### src/rtl/acm_pkg.sv
// Package for the CAN frame airtime meter.
// Field widths, register indexes, FSM states and the DLC-to-length table.
// No dependencies.
`default_nettype none

package acm_pkg;

    localparam int unsigned NOM_W   = 23;
    localparam int unsigned DAT_W   = 24;
    localparam int unsigned CFG_W   = 24;
    localparam int unsigned DLC_W   = 4;
    localparam int unsigned BITS_W  = 10;
    localparam int unsigned TIME_W  = 30;
    localparam int unsigned TOTAL_W = 32;

    localparam logic [NOM_W-1:0] NOM_RESET = NOM_W'(500000);
    localparam logic [DAT_W-1:0] DAT_RESET = DAT_W'(2000000);
    localparam logic [19:0]      US_PER_S  = 20'd1000000;

    typedef enum logic
    {
        CFG_NOMINAL = 1'b0,
        CFG_DATA    = 1'b1
    } acm_cfg_idx_t;

    typedef enum logic [2:0]
    {
        ST_IDLE,
        ST_LOAD,
        ST_DIV1,
        ST_DIV2,
        ST_OUT
    } acm_state_t;

    typedef struct packed
    {
        logic busy;
        logic done;
    } acm_div_stat_t;

    function automatic logic [6:0] payload_len(input logic [DLC_W-1:0] code);
        logic [6:0] len;
        unique case (code)
            4'd9:    len = 7'd12;
            4'd10:   len = 7'd16;
            4'd11:   len = 7'd20;
            4'd12:   len = 7'd24;
            4'd13:   len = 7'd32;
            4'd14:   len = 7'd48;
            4'd15:   len = 7'd64;
            default: len = {3'b000, code};
        endcase
        return len;
    endfunction

endpackage

`default_nettype wire

### src/rtl/acm_in_if.sv
// Request channel of the airtime meter: one frame descriptor per request.
// Depends on acm_pkg.
`default_nettype none

interface acm_in_if import acm_pkg::*; ();
    logic             valid;
    logic             ready;
    logic [DLC_W-1:0] length_code;
    logic             extended_id;
    logic             fd_frame;
    logic             rate_switch;

    modport source (output valid, output length_code, output extended_id,
                    output fd_frame, output rate_switch, input ready);
    modport sink   (input valid, input length_code, input extended_id,
                    input fd_frame, input rate_switch, output ready);
endinterface

`default_nettype wire

### src/rtl/acm_out_if.sv
// Result channel of the airtime meter: frame time and running total.
// Depends on acm_pkg.
`default_nettype none

interface acm_out_if import acm_pkg::*; ();
    logic               valid;
    logic               ready;
    logic [TIME_W-1:0]  frame_time;
    logic [TOTAL_W-1:0] total_time;

    modport source (output valid, output frame_time, output total_time, input ready);
    modport sink   (input valid, input frame_time, input total_time, output ready);
endinterface

`default_nettype wire

### src/rtl/acm_bitcount.sv
// Bit counts of a frame: first part (classic frame or FD arbitration)
// and FD data part; the classic and FD data counts include stuff-bit estimates. Depends on acm_pkg.
`default_nettype none

module acm_bitcount import acm_pkg::*; (
    input  wire logic [DLC_W-1:0]  length_code,
    input  wire logic              extended_id,
    input  wire logic              fd_frame,
    output logic      [BITS_W-1:0] first_bits,
    output logic      [BITS_W-1:0] fd_payload_bits
);

    logic [6:0]  len;
    logic [9:0]  raw_classic;
    logic [13:0] stuffed_classic;
    logic [9:0]  classic_bits;
    logic [9:0]  raw_data;
    logic [14:0] stuffed_data;
    logic [9:0]  fd_header_bits;

    always_comb
    begin
        len             = payload_len(length_code);
        raw_classic     = (extended_id ? 10'd64 : 10'd44) + {len, 3'b000};
        stuffed_classic = 14'(raw_classic) * 14'd17;
        classic_bits    = stuffed_classic[13:4] + 10'd3;
        raw_data        = {len, 3'b000} + ((len <= 7'd16) ? 10'd28 : 10'd33);
        stuffed_data    = 15'(raw_data) * 15'd33;
        fd_header_bits  = extended_id ? 10'd36 : 10'd18;
        first_bits      = fd_frame ? fd_header_bits : classic_bits;
        fd_payload_bits = stuffed_data[14:5];
    end

endmodule

`default_nettype wire

### src/rtl/acm_div.sv
// Bit-serial restoring divider: quotient = dividend / divisor, one
// quotient bit per cycle. Depends on acm_pkg.
`default_nettype none

module acm_div import acm_pkg::*; (
    input  wire logic              clk,
    input  wire logic              rst_n,
    input  wire logic              start,
    input  wire logic [TIME_W-1:0] dividend,
    input  wire logic [DAT_W-1:0]  divisor,
    output acm_div_stat_t          stat,
    output logic      [TIME_W-1:0] quotient
);

    localparam int unsigned CNT_W = $clog2(TIME_W + 1);

    logic [TIME_W-1:0] quo_reg, quo_next;
    logic [DAT_W-1:0]  rem_reg, rem_next;
    logic [DAT_W-1:0]  dvs_reg, dvs_next;
    logic [CNT_W-1:0]  cnt_reg, cnt_next;
    logic              busy_reg, busy_next;
    logic              done_reg, done_next;
    logic [DAT_W:0]    trial;
    logic [DAT_W:0]    diff;

    always_ff @(posedge clk or negedge rst_n)
    begin
        if (!rst_n)
        begin
            busy_reg <= 1'b0;
            done_reg <= 1'b0;
            cnt_reg  <= '0;
        end
        else
        begin
            busy_reg <= busy_next;
            done_reg <= done_next;
            cnt_reg  <= cnt_next;
        end
    end

    always_ff @(posedge clk)
    begin
        quo_reg <= quo_next;
        rem_reg <= rem_next;
        dvs_reg <= dvs_next;
    end

    always_comb
    begin
        trial     = {rem_reg, quo_reg[TIME_W-1]};
        diff      = trial - {1'b0, dvs_reg};
        quo_next  = quo_reg;
        rem_next  = rem_reg;
        dvs_next  = dvs_reg;
        cnt_next  = cnt_reg;
        busy_next = busy_reg;
        done_next = 1'b0;
        if (start)
        begin
            quo_next  = dividend;
            rem_next  = '0;
            dvs_next  = divisor;
            cnt_next  = CNT_W'(TIME_W);
            busy_next = 1'b1;
        end
        else if (busy_reg)
        begin
            quo_next = {quo_reg[TIME_W-2:0], ~diff[DAT_W]};
            rem_next = diff[DAT_W] ? trial[DAT_W-1:0] : diff[DAT_W-1:0];
            cnt_next = cnt_reg - 1'b1;
            if (cnt_reg == CNT_W'(1))
            begin
                busy_next = 1'b0;
                done_next = 1'b1;
            end
        end
    end

    assign stat.busy = busy_reg;
    assign stat.done = done_reg;
    assign quotient  = quo_reg;

endmodule

`default_nettype wire

### src/rtl/can_frame_airtime_meter.sv
// CAN frame airtime meter. Each request describes one frame; the result is
// its bus time in microseconds and the wrapping 32-bit running total. Each
// part is bits * 1e6 / rate, truncated, on a bit-serial divider. Requests are
// taken one at a time: a new request is taken only after the previous result
// is registered, which can wait on result_out.ready; a frame with zero nominal
// rate (or zero data rate with switching) skips the divider and gives zero.
// The user must write rates through cfg_* only while idle; the block itself
// does not enforce this.
// Depends on acm_pkg, acm_in_if, acm_out_if, acm_bitcount, acm_div.
`default_nettype none

module can_frame_airtime_meter import acm_pkg::*; (
    input  wire logic             clk,
    input  wire logic             rst_n,
    input  wire logic             cfg_we,
    input  wire logic             cfg_index,
    input  wire logic [CFG_W-1:0] cfg_data,
    acm_in_if.sink                frame_in,
    acm_out_if.source             result_out
);

    acm_state_t         state_reg, state_next;
    logic [NOM_W-1:0]   nom_reg;
    logic [DAT_W-1:0]   dat_reg;
    logic [BITS_W-1:0]  bits1_reg, bits1_next;
    logic [BITS_W-1:0]  bits2_reg, bits2_next;
    logic               fd_reg, fd_next;
    logic               brs_reg, brs_next;
    logic [TIME_W-1:0]  acc_reg, acc_next;
    logic [TOTAL_W-1:0] total_reg, total_next;
    logic               ovalid_reg, ovalid_next;
    logic [TIME_W-1:0]  oframe_reg, oframe_next;
    logic [BITS_W-1:0]  first_bits;
    logic [BITS_W-1:0]  fd_payload_bits;
    logic               accept;
    logic               zero_rate;
    logic               div_start;
    logic [BITS_W-1:0]  div_bits;
    logic [DAT_W-1:0]   div_rate;
    logic [TIME_W-1:0]  div_dividend;
    logic [TIME_W-1:0]  div_quo;
    acm_div_stat_t      div_stat;

    acm_bitcount u_bitcount (
        .length_code     (frame_in.length_code),
        .extended_id     (frame_in.extended_id),
        .fd_frame        (frame_in.fd_frame),
        .first_bits      (first_bits),
        .fd_payload_bits (fd_payload_bits)
    );

    assign div_dividend = TIME_W'(div_bits) * TIME_W'(US_PER_S);

    acm_div u_div (
        .clk      (clk),
        .rst_n    (rst_n),
        .start    (div_start),
        .dividend (div_dividend),
        .divisor  (div_rate),
        .stat     (div_stat),
        .quotient (div_quo)
    );

    always_ff @(posedge clk or negedge rst_n)
    begin
        if (!rst_n)
        begin
            state_reg  <= ST_IDLE;
            nom_reg    <= NOM_RESET;
            dat_reg    <= DAT_RESET;
            total_reg  <= '0;
            ovalid_reg <= 1'b0;
        end
        else
        begin
            state_reg  <= state_next;
            total_reg  <= total_next;
            ovalid_reg <= ovalid_next;
            if (cfg_we)
            begin
                unique case (acm_cfg_idx_t'(cfg_index))
                    CFG_NOMINAL: nom_reg <= cfg_data[NOM_W-1:0];
                    CFG_DATA:    dat_reg <= cfg_data[DAT_W-1:0];
                endcase
            end
        end
    end

    always_ff @(posedge clk)
    begin
        bits1_reg  <= bits1_next;
        bits2_reg  <= bits2_next;
        fd_reg     <= fd_next;
        brs_reg    <= brs_next;
        acc_reg    <= acc_next;
        oframe_reg <= oframe_next;
    end

    assign frame_in.ready = (state_reg == ST_IDLE);
    assign accept    = frame_in.valid && frame_in.ready;
    assign zero_rate = (nom_reg == '0)
                    || (frame_in.fd_frame && frame_in.rate_switch && dat_reg == '0);

    always_comb
    begin
        state_next     = state_reg;
        bits1_next     = bits1_reg;
        bits2_next     = bits2_reg;
        fd_next        = fd_reg;
        brs_next       = brs_reg;
        acc_next       = acc_reg;
        total_next     = total_reg;
        oframe_next    = oframe_reg;
        ovalid_next    = ovalid_reg && !result_out.ready;
        div_start      = 1'b0;
        div_bits       = bits2_reg;
        div_rate       = brs_reg ? dat_reg : DAT_W'(nom_reg);
        unique case (state_reg)
            ST_IDLE:
            begin
                if (accept)
                begin
                    bits1_next = first_bits;
                    bits2_next = fd_payload_bits;
                    fd_next    = frame_in.fd_frame;
                    brs_next   = frame_in.rate_switch;
                    acc_next   = '0;
                    state_next = zero_rate ? ST_OUT : ST_LOAD;
                end
            end
            ST_LOAD:
            begin
                div_start  = 1'b1;
                div_bits   = bits1_reg;
                div_rate   = DAT_W'(nom_reg);
                state_next = ST_DIV1;
            end
            ST_DIV1:
            begin
                if (div_stat.done)
                begin
                    acc_next = div_quo;
                    if (fd_reg)
                    begin
                        div_start  = 1'b1;
                        state_next = ST_DIV2;
                    end
                    else
                    begin
                        state_next = ST_OUT;
                    end
                end
            end
            ST_DIV2:
            begin
                if (div_stat.done)
                begin
                    acc_next   = acc_reg + div_quo;
                    state_next = ST_OUT;
                end
            end
            ST_OUT:
            begin
                if (!ovalid_reg || result_out.ready)
                begin
                    oframe_next = acc_reg;
                    total_next  = total_reg + TOTAL_W'(acc_reg);
                    ovalid_next = 1'b1;
                    state_next  = ST_IDLE;
                end
            end
            default:
            begin
                state_next = ST_IDLE;
            end
        endcase
    end

    assign result_out.valid      = ovalid_reg;
    assign result_out.frame_time = oframe_reg;
    assign result_out.total_time = total_reg;

endmodule

`default_nettype wire

### src/flat_wrapper.sv
// flat-port wrapper written by rule: the top's interface ports become plain ports
module can_frame_airtime_meter_flat import acm_pkg::*;
  (clk, rst_n, cfg_we, cfg_index, cfg_data, frame_in_valid, frame_in_length_code, frame_in_extended_id, frame_in_fd_frame, frame_in_rate_switch, frame_in_ready, result_out_valid, result_out_frame_time, result_out_total_time, result_out_ready);
  acm_in_if frame_in_i ();
  acm_out_if result_out_i ();
  input  wire logic clk;
  input  wire logic rst_n;
  input  wire logic cfg_we;
  input  wire logic cfg_index;
  input  wire logic [CFG_W-1:0] cfg_data;
  input wire logic [$bits(frame_in_i.valid)-1:0] frame_in_valid;
  input wire logic [$bits(frame_in_i.length_code)-1:0] frame_in_length_code;
  input wire logic [$bits(frame_in_i.extended_id)-1:0] frame_in_extended_id;
  input wire logic [$bits(frame_in_i.fd_frame)-1:0] frame_in_fd_frame;
  input wire logic [$bits(frame_in_i.rate_switch)-1:0] frame_in_rate_switch;
  output wire logic [$bits(frame_in_i.ready)-1:0] frame_in_ready;
  output wire logic [$bits(result_out_i.valid)-1:0] result_out_valid;
  output wire logic [$bits(result_out_i.frame_time)-1:0] result_out_frame_time;
  output wire logic [$bits(result_out_i.total_time)-1:0] result_out_total_time;
  input wire logic [$bits(result_out_i.ready)-1:0] result_out_ready;
  assign frame_in_i.valid = frame_in_valid;
  assign frame_in_i.length_code = frame_in_length_code;
  assign frame_in_i.extended_id = frame_in_extended_id;
  assign frame_in_i.fd_frame = frame_in_fd_frame;
  assign frame_in_i.rate_switch = frame_in_rate_switch;
  assign frame_in_ready = frame_in_i.ready;
  assign result_out_valid = result_out_i.valid;
  assign result_out_frame_time = result_out_i.frame_time;
  assign result_out_total_time = result_out_i.total_time;
  assign result_out_i.ready = result_out_ready;
  can_frame_airtime_meter u_core (.clk(clk), .rst_n(rst_n), .cfg_we(cfg_we), .cfg_index(cfg_index), .cfg_data(cfg_data), .frame_in(frame_in_i), .result_out(result_out_i));
endmodule
### config.mk
export PLATFORM = sky130hd
export DESIGN_NAME = can_frame_airtime_meter_flat
export DESIGN_NICKNAME = d
export VERILOG_FILES = /design/src/rtl/acm_pkg.sv /design/src/rtl/acm_in_if.sv /design/src/rtl/acm_out_if.sv /design/src/rtl/acm_bitcount.sv /design/src/rtl/acm_div.sv /design/src/rtl/can_frame_airtime_meter.sv /design/src/flat_wrapper.sv
export SDC_FILE = /design/constraint.sdc
export NUM_CORES = 1
export LEC_CHECK = 0
export ABC_AREA = 1
export BUFFER_PORTS_ARGS = -buffer_cell sky130_fd_sc_hd__clkbuf_2
export CELL_PAD_IN_SITES_DETAIL_PLACEMENT = 1
export CELL_PAD_IN_SITES_GLOBAL_PLACEMENT = 2
export CORE_ASPECT_RATIO = 1.4
export CORE_MARGIN = 2
export CORE_UTILIZATION = 40
export CTS_CLUSTER_DIAMETER = 120
export DETAILED_ROUTE_END_ITERATION = 7
export HOLD_SLACK_MARGIN = 0.1
export PLACE_DENSITY_LB_ADDON = 0.1
export SLEW_MARGIN = 20
export SYNTH_ARGS = -nofsm -noshare
export SYNTH_HDL_FRONTEND = slang
export SYNTH_SLANG_ARGS = --single-unit
### constraint.sdc
create_clock -name clk -period 12 [get_ports clk]
set_input_delay 1.2 -clock clk [delete_from_list [all_inputs] [get_ports clk]]
set_output_delay 1.2 -clock clk [all_outputs]
set_load 0.03 [all_outputs]
* After elaboration in Yosys (flattened, before gate mapping)
Cells that the tools add are included. Widths: inputs -> output; s select.
Word-level totals: bits in registers 250, memory bits (writable) 0, bits in latches 0, word-level logic and storage cells 104, memories kept 0, output and inout bits 64, input port bits 37, bits in read-only memories 0
Operators by class: muxes and demuxes 35, order comparisons 1, multiply operators 3, $add $sub $neg 7, divide/modulo/power cells 0, reductions and logical operators 20, shifts and indexed selects 0, bitwise logic cells 3, eq/ne operators 16
Operators with widths (number):
- $mux 30 | 5
- $pmux 30 s3 | 1
- $pmux 7 s7 | 1
- $mux 23 | 2
- $add 32x30->32 | 1
- $add 30x30->30 | 1
- $eq 4x4->1 const B | 7
- $sub 25x24->25 | 1
- $logic_not 24->1 | 1
- $mul 10x14->24 const B | 1
- $mux 24 | 1
- $logic_not 23->1 | 1
- $mux 10 | 2
- $mux 3 | 6
- $mul 10x6->15 const B | 1
- $pmux 3 s5 | 1
- $mul 10x5->14 const B | 1
- $mux 6 | 2
- $add 10x10->10 | 1
- $add 10x2->10 const B | 1
- $add 10x6->10 | 1
- $mux 1 | 10
- $mux 5 | 2
- $reduce_and 2->1 | 4
- 19 further kinds | 30

* Longest topological paths before layout
depth after elaboration 6, mapped depth 24, depth with buffers taken out 24

* Cells and area by module
Synthesis repeated with hierarchy kept, for this count alone.
Second synthesis, totals: cell total of the unflattened synthesis 2824, area total of the unflattened synthesis 20091.8 µm²
Modules (own cells, without submodules):
- can_frame_airtime_meter | cells an instance 1870, sequential area each 4556.9 µm², area each 13503.0 µm², instances 1
- acm_div | cells an instance 764, sequential area each 2277.2 µm², area each 5377.7 µm², instances 1
- acm_bitcount | cells an instance 190, sequential area each 0.0 µm², area each 1211.2 µm², instances 1

* Worst setup path after synthesis
Ideal clock, no wire load.
path type reg-to-reg, start point register u_core.state_reg[1], end point register u_core.u_div.quo_reg[28] (netlist: u_core.u_div.quotient[28]) (data pin), setup time 0.260 ns, cell stages (with the launch flop) 23, path buffers 0, period minus slack after synthesis 5.076 ns, arrival 4.815 ns, setup slack 6.924 ns, path through dfrtp_1 nor3_4 inv_2 o21ai_0 inv_1 fa_1 inv_1 ha_1 fa_1 inv_1 fa_1 fa_1 inv_1 ha_1 nand2_1 nor2_1 inv_1 nor3_1 nand3_1 nand3_1 nand2_1 nand2_1 o21ai_0
Between the ends: word-level cells in the longest chain between the ends 4, elaborated cells on any way between the ends 6, classes of those cells mul (1); eq/ne (2); mux (3)
RTL lines:
- start: declaration | RTL line can_frame_airtime_meter.sv:22 | acm_state_t state_reg, state_next;
- start signal: assignment | RTL line can_frame_airtime_meter.sv:76 | state_reg <= state_next;
- $eq 3x1->1 | RTL line can_frame_airtime_meter.sv:118 | unique case (state_reg)
- $mux 10 | RTL line can_frame_airtime_meter.sv:118
- $mul 10x14->24 | RTL line can_frame_airtime_meter.sv:52 | assign div_dividend = TIME_W'(div_bits) * TIME_W'(US_PER_S);
- $mux 30 (*) | RTL line acm_div.sv:59 | if (start)
- via u_core.u_div.quo_next[28] | RTL line acm_div.sv:17 | logic [TIME_W-1:0] quo_reg, quo_next;
- end signal: assignment | RTL line acm_div.sv:44 | quo_reg <= quo_next;
- end: declaration | RTL line acm_div.sv:17
The timed path passes the listed nets; every way through them passes the cells marked *. A chain may end at the register's enable or synchronous reset.

* Final worst setup path
Ends and elaborated chain as after synthesis.

==> results.md <==
Floorplanning:
- In this run the horizontal extent of the chip is 188 um.
- The floorplan core area is 47,000 um2.
- The effective utilization at floorplan is 0.404.
- The floorplan has 94 rows.
- During I/O placement, the number of pins put on the boundary was 101.
- The die covers approximately 49,000 um2.
- Measured along the y axis, the die boundary spans 262 um.

Placed design:
- The placed wire-length estimate is 48.6 mm.
- The weighted congestion reported at the end of routability-driven placement is roughly 0.92.
- In this run the tool buffered the top-level ports with 100 buffer cells.

Route:
- Wire segments on met2 add up to 31.2 mm in the final route.
- After detailed routing, the wire length on met1 is around 25 mm.
- Once detail routing completed, the nets flagged for antenna violations numbered 0.
- The DRC violation count after routing is 0.
- The length of routed met3 wiring is 1.54 mm.
- The total routed wirelength is 60.1 mm.
- The number of optimization iterations in the first detailed-route pass is 4.
- Routed signal wires occupy layers up through met4.
- Using the TritonRoute via totals, the vias-per-cell ratio works out to 5.16.
- Summing over every cut layer, the via total after detailed routing is 17.1k.
- The average wire per standard cell is about 18 um.
- After the first detailed-routing iteration, the DRC count stood at between 500 and 600.

STA:
- In the final timing run, aggregate negative setup slack is 0 ns.
- At the pin with the least slew margin, the transition time is 0.937 ns.
- The total setup violations reported at the end of the flow is 0.
- The shortest clock period the worst path allows after layout is 5.83 ns.
- In the finished design, the share of the clock period the worst path needs comes to 0.486.
- For this run, the top clock speed supported by timing is 0.171 GHz.
- The worst slew margin relative to its limit is 0.375.
- The final hold violation count is 0.
- The final max-slew violation count is 0.
- Setup repair after global routing left no endpoint under its margin.
- The worst clock skew is 0.0279 ns.

Clock network:
- The clock sink count is 250.
- The insertion delay of the later-clocked pin in the worst-skew pair is approximately 0.60 ns.
- The clock input transition at the sequential cells of the worst setup and hold paths is 0.06 ns.
- The CTS H-tree depth is 1.
- The library cell used as clock root buffer is sky130_fd_sc_hd__clkbuf_16.
- The number of buffers created by CTS is 28.
- The TritonCTS clock tree is done.
- The post-cts resize count is 0.
- No sink is reached through more buffers than the 3 on the longest clock path.
- After clock tree synthesis, the setup repair step added 0 buffers.
- The cts-stage hold buffer count is 0.

Layout:
- The number of nets at the end of the flow is approximately 2.9k.
- The fraction of layout instances using a drive strength above 1 is 0.0786.
- The total of fill cells in the finished design is 6,009.
- In the final layout, flip-flops and latches occupy 6770 um2.
- The flip-flop count of the largest register, all copies and words added is 32.
- Compared with the post-synthesis result, the final layout area differs by 11.5%.
- The total area of multi-input combinational cells is 10,500 um2.
- The number of diodes added for antenna fixing is 0.

Flow run:
- The tool flagged a number of max-cap violations equal to 0.

Worst setup path:
- The number of cells on the worst reg-to-reg path is 22.
- STA classifies the critical path endpoint as a register.
- The endpoint identified for the worst register-to-register timing path is u_core.u_div.quotient[28]$_DFFE_PP_.
- STA classifies the critical path startpoint as a register.
- The worst setup path is of the register to register kind.
- At the worst endpoint, the required time is 12.33 ns.
- Along the worst path, the maximum fanout reaches 13.
- In this run the register-to-register setup slack is 6.17 ns.
- The reg-to-reg critical path startpoint is u_core.state_reg[1]$_DFFE_PN0P_.
- STA puts the critical path data arrival time at just over 6 ns.

Worst hold path:
- The tightest min-delay check is of the register to register type.
- The number of cells on the worst hold path is 2.
- For hold timing, the worst endpoint is u_core.u_div.rem_reg[8]$_SDFFE_PP0P_.
- The critical hold path startpoint is u_core.u_div.rem_reg[8]$_SDFFE_PP0P_.

Synth:
- After synthesis the netlist holds a flip-flop and latch count of 250.
- Of the synthesized area, sequential elements account for 0.356.
- The count of unique library cells instantiated by Yosys is 54.
- Synthesis handed over a netlist of 2,562 instances.
- The most instantiated flip-flop cell in the synthesis netlist is sky130_fd_sc_hd__edfxtp_1.
- The area of the mapped netlist is 19,000 um2.
- The total nets after synthesis is 2,816.
- The number of flops mapped to enable cells by yosys is 130.
- Dividing the synthesized area by the synthesized cell count gives 7.43 um2.
- After synthesis, the share of flip-flops with an asynchronous set or reset is 0.360.
- The Yosys step of the flow raised 0 warnings.

GRT:
- The largest net degree at the start of global routing is 67.
- The number of antenna violations at the first check in global routing is 0.
- Global routing finished with a remaining overflow of 0.
- The first global-routing pass estimated 96.5 mm of wire.
- For this run, the total global-route usage over all layers was measured as 0.246.
- The via count of the first global-routing pass is 18.3k.

Run status:
- The run finished with clean final reports.
layer usage:
layer,up-vias,track usage
met3,87,0.0206
met4,0,0.0844
li1,8542,-
met5,-,0
met1,8198,0.288
met2,242,0.470
cell usage in the layout, fill, tap and decap left out, types with 4 or more instances in the layout:
cell                        Yosys  routed
sky130_fd_sc_hd__dfxtp_1       30      30
sky130_fd_sc_hd__nand2_2        4       4
sky130_fd_sc_hd__inv_2          6       6
sky130_fd_sc_hd__buf_4          1      11
sky130_fd_sc_hd__xor2_1        19      19
sky130_fd_sc_hd__nor3_1        20      20
sky130_fd_sc_hd__edfxtp_1     130     130
sky130_fd_sc_hd__or2_2          7       7
sky130_fd_sc_hd__nand4_1       31      31
sky130_fd_sc_hd__xnor2_1       24      24
sky130_fd_sc_hd__nand3_1      160     160
sky130_fd_sc_hd__a31oi_1        4       4
sky130_fd_sc_hd__fa_1          30      30
sky130_fd_sc_hd__o21a_1         4       4
sky130_fd_sc_hd__nand3b_1      23      23
sky130_fd_sc_hd__clkbuf_1      21       7
sky130_fd_sc_hd__mux2_2         7       7
sky130_fd_sc_hd__and2_1         5       5
sky130_fd_sc_hd__nor4_1         7       7
sky130_fd_sc_hd__o21ai_0      175     175
sky130_fd_sc_hd__clkbuf_2       0      99
sky130_fd_sc_hd__nor2_1       173     172
sky130_fd_sc_hd__a21boi_0       4       4
sky130_fd_sc_hd__inv_6          0       5
sky130_fd_sc_hd__dfrtp_1       76      76
sky130_fd_sc_hd__ha_1         187     187
sky130_fd_sc_hd__dfstp_2       14      14
sky130_fd_sc_hd__o21bai_1       8       8
sky130_fd_sc_hd__inv_1        407     407
sky130_fd_sc_hd__clkbuf_16      0      29
sky130_fd_sc_hd__o22ai_1       14      14
sky130_fd_sc_hd__a21oi_1      149     148
sky130_fd_sc_hd__nand2_1      769     769
cell type report:
type                            instances  area share
Clock buffer                           38      0.0368
Clock inverter                         14     0.00979
Inverter                              415      0.0736
Multi-Input combinational cell       1859       0.496
Sequential cell                       250       0.319
Tap cell                              624      0.0368
Timing Repair Buffer                  110      0.0273
cell families after synthesis:
| family | after synthesis | share of synthesized area |
|---|---|---|
| multiplexers | 7 | 0.00414 |
| adder cells (fa/ha/maj) | 217 | 0.155 |
| AND/OR/NAND/NOR | 1213 | 0.267 |
| flip-flops | 250 | 0.356 |
| XOR/XNOR | 43 | 0.0198 |
| AO/OA/AOI/OAI | 379 | 0.107 |
| buffers and inverters | 453 | 0.0920 |
stage by stage:
stage | instances | instance area, um2 | utilization | setup slack (ns) | hold slack [ns]
after detailed placement | 3258 | 20200 | 0.430 | 6.14 | 0.464
after floorplan | 2562 | 19000 | - | 6.92 | 0.448
after CTS | 3310 | 21200 | 0.451 | 6.12 | 0.476
after global placement | 3258 | 20200 | 0.430 | 6.33 | 0.463
after global routing | 3310 | 21200 | 0.451 | 5.56 | 0.492
final | 3310 | 21200 | 0.451 | 6.17 | 0.475
cells in the mapped netlist, types with 3 or more instances:
| library cell | count | area [um2] |
|---|---|---|
| sky130_fd_sc_hd__fa_1 | 30 | 601 |
| sky130_fd_sc_hd__a21oi_1 | 149 | 746 |
| sky130_fd_sc_hd__and3_1 | 3 | 18.8 |
| sky130_fd_sc_hd__xnor2_1 | 24 | 210 |
| sky130_fd_sc_hd__inv_1 | 407 | 1530 |
| sky130_fd_sc_hd__nand3b_1 | 23 | 173 |
| sky130_fd_sc_hd__xor2_1 | 19 | 166 |
| sky130_fd_sc_hd__a31oi_1 | 4 | 25.0 |
| sky130_fd_sc_hd__o21a_1 | 4 | 30.0 |
| sky130_fd_sc_hd__nor3_1 | 20 | 100 |
| sky130_fd_sc_hd__nor2_2 | 3 | 18.8 |
| sky130_fd_sc_hd__o32ai_1 | 3 | 26.3 |
| sky130_fd_sc_hd__o21ai_1 | 3 | 15.0 |
| sky130_fd_sc_hd__clkbuf_1 | 21 | 78.8 |
| sky130_fd_sc_hd__and2_1 | 5 | 31.3 |
| sky130_fd_sc_hd__nor2_1 | 173 | 649 |
| sky130_fd_sc_hd__a21boi_0 | 4 | 30.0 |
| sky130_fd_sc_hd__a21o_1 | 3 | 22.5 |
| sky130_fd_sc_hd__dfxtp_1 | 30 | 601 |
| sky130_fd_sc_hd__or2_2 | 7 | 43.8 |
| sky130_fd_sc_hd__nand4_1 | 31 | 194 |
| sky130_fd_sc_hd__nand3_1 | 160 | 801 |
| sky130_fd_sc_hd__ha_1 | 187 | 2340 |
| sky130_fd_sc_hd__nand2_1 | 769 | 2890 |
| sky130_fd_sc_hd__buf_6 | 4 | 45.0 |
| sky130_fd_sc_hd__o21ai_0 | 175 | 876 |
| sky130_fd_sc_hd__dfrtp_1 | 76 | 1900 |
| sky130_fd_sc_hd__nor4_1 | 7 | 43.8 |
| sky130_fd_sc_hd__dfstp_2 | 14 | 368 |
| sky130_fd_sc_hd__edfxtp_1 | 130 | 3900 |
| sky130_fd_sc_hd__mux2_2 | 7 | 78.8 |
| sky130_fd_sc_hd__inv_2 | 6 | 22.5 |
| sky130_fd_sc_hd__o22ai_1 | 14 | 87.6 |
| sky130_fd_sc_hd__o21bai_1 | 8 | 60.1 |
| sky130_fd_sc_hd__buf_2 | 11 | 55.1 |
| sky130_fd_sc_hd__nand2_2 | 4 | 25.0 |
worst max-delay path, stage by stage (launching register included):
cell and delay (ns):
sky130_fd_sc_hd__dfrtp_1 0.45, sky130_fd_sc_hd__nor3_4 0.41, sky130_fd_sc_hd__inv_2 0.19, sky130_fd_sc_hd__o21ai_0 0.48, sky130_fd_sc_hd__inv_1 0.21, sky130_fd_sc_hd__fa_1 0.54, sky130_fd_sc_hd__inv_1 0.06, sky130_fd_sc_hd__ha_1 0.31
sky130_fd_sc_hd__fa_1 0.48, sky130_fd_sc_hd__inv_1 0.05, sky130_fd_sc_hd__fa_1 0.50, sky130_fd_sc_hd__fa_1 0.54, sky130_fd_sc_hd__inv_1 0.04, sky130_fd_sc_hd__ha_1 0.36, sky130_fd_sc_hd__nand2_1 0.12, sky130_fd_sc_hd__nor2_1 0.19
sky130_fd_sc_hd__inv_1 0.08, sky130_fd_sc_hd__nor3_1 0.14, sky130_fd_sc_hd__nand3_1 0.09, sky130_fd_sc_hd__nand3_1 0.13, sky130_fd_sc_hd__nand2_1 0.06, sky130_fd_sc_hd__nand2_1 0.06, sky130_fd_sc_hd__o21ai_0 0.08
worst max-delay path by stage:
stage                                    startpoint                             endpoint  slack [ns]  cells past startpoint
finish              u_core.state_reg[1]$_DFFE_PN0P_  u_core.u_div.quotient[28]$_DFFE_PP_        6.17                     22
global route        u_core.state_reg[0]$_DFFE_PN0P_  u_core.u_div.quotient[28]$_DFFE_PP_        5.56                     23
CTS                 u_core.state_reg[0]$_DFFE_PN0P_  u_core.u_div.quotient[28]$_DFFE_PP_        6.12                     23
detailed placement  u_core.state_reg[1]$_DFFE_PN0P_  u_core.u_div.quotient[28]$_DFFE_PP_        6.14                     22
global placement    u_core.state_reg[1]$_DFFE_PN0P_  u_core.u_div.quotient[28]$_DFFE_PP_        6.33                     22
floorplan           u_core.state_reg[1]$_DFFE_PN0P_  u_core.u_div.quotient[28]$_DFFE_PP_        6.92                     22
Power is not shown: default switching activity piles up to over one toggle a cycle in this logic, so the estimate is an artifact.
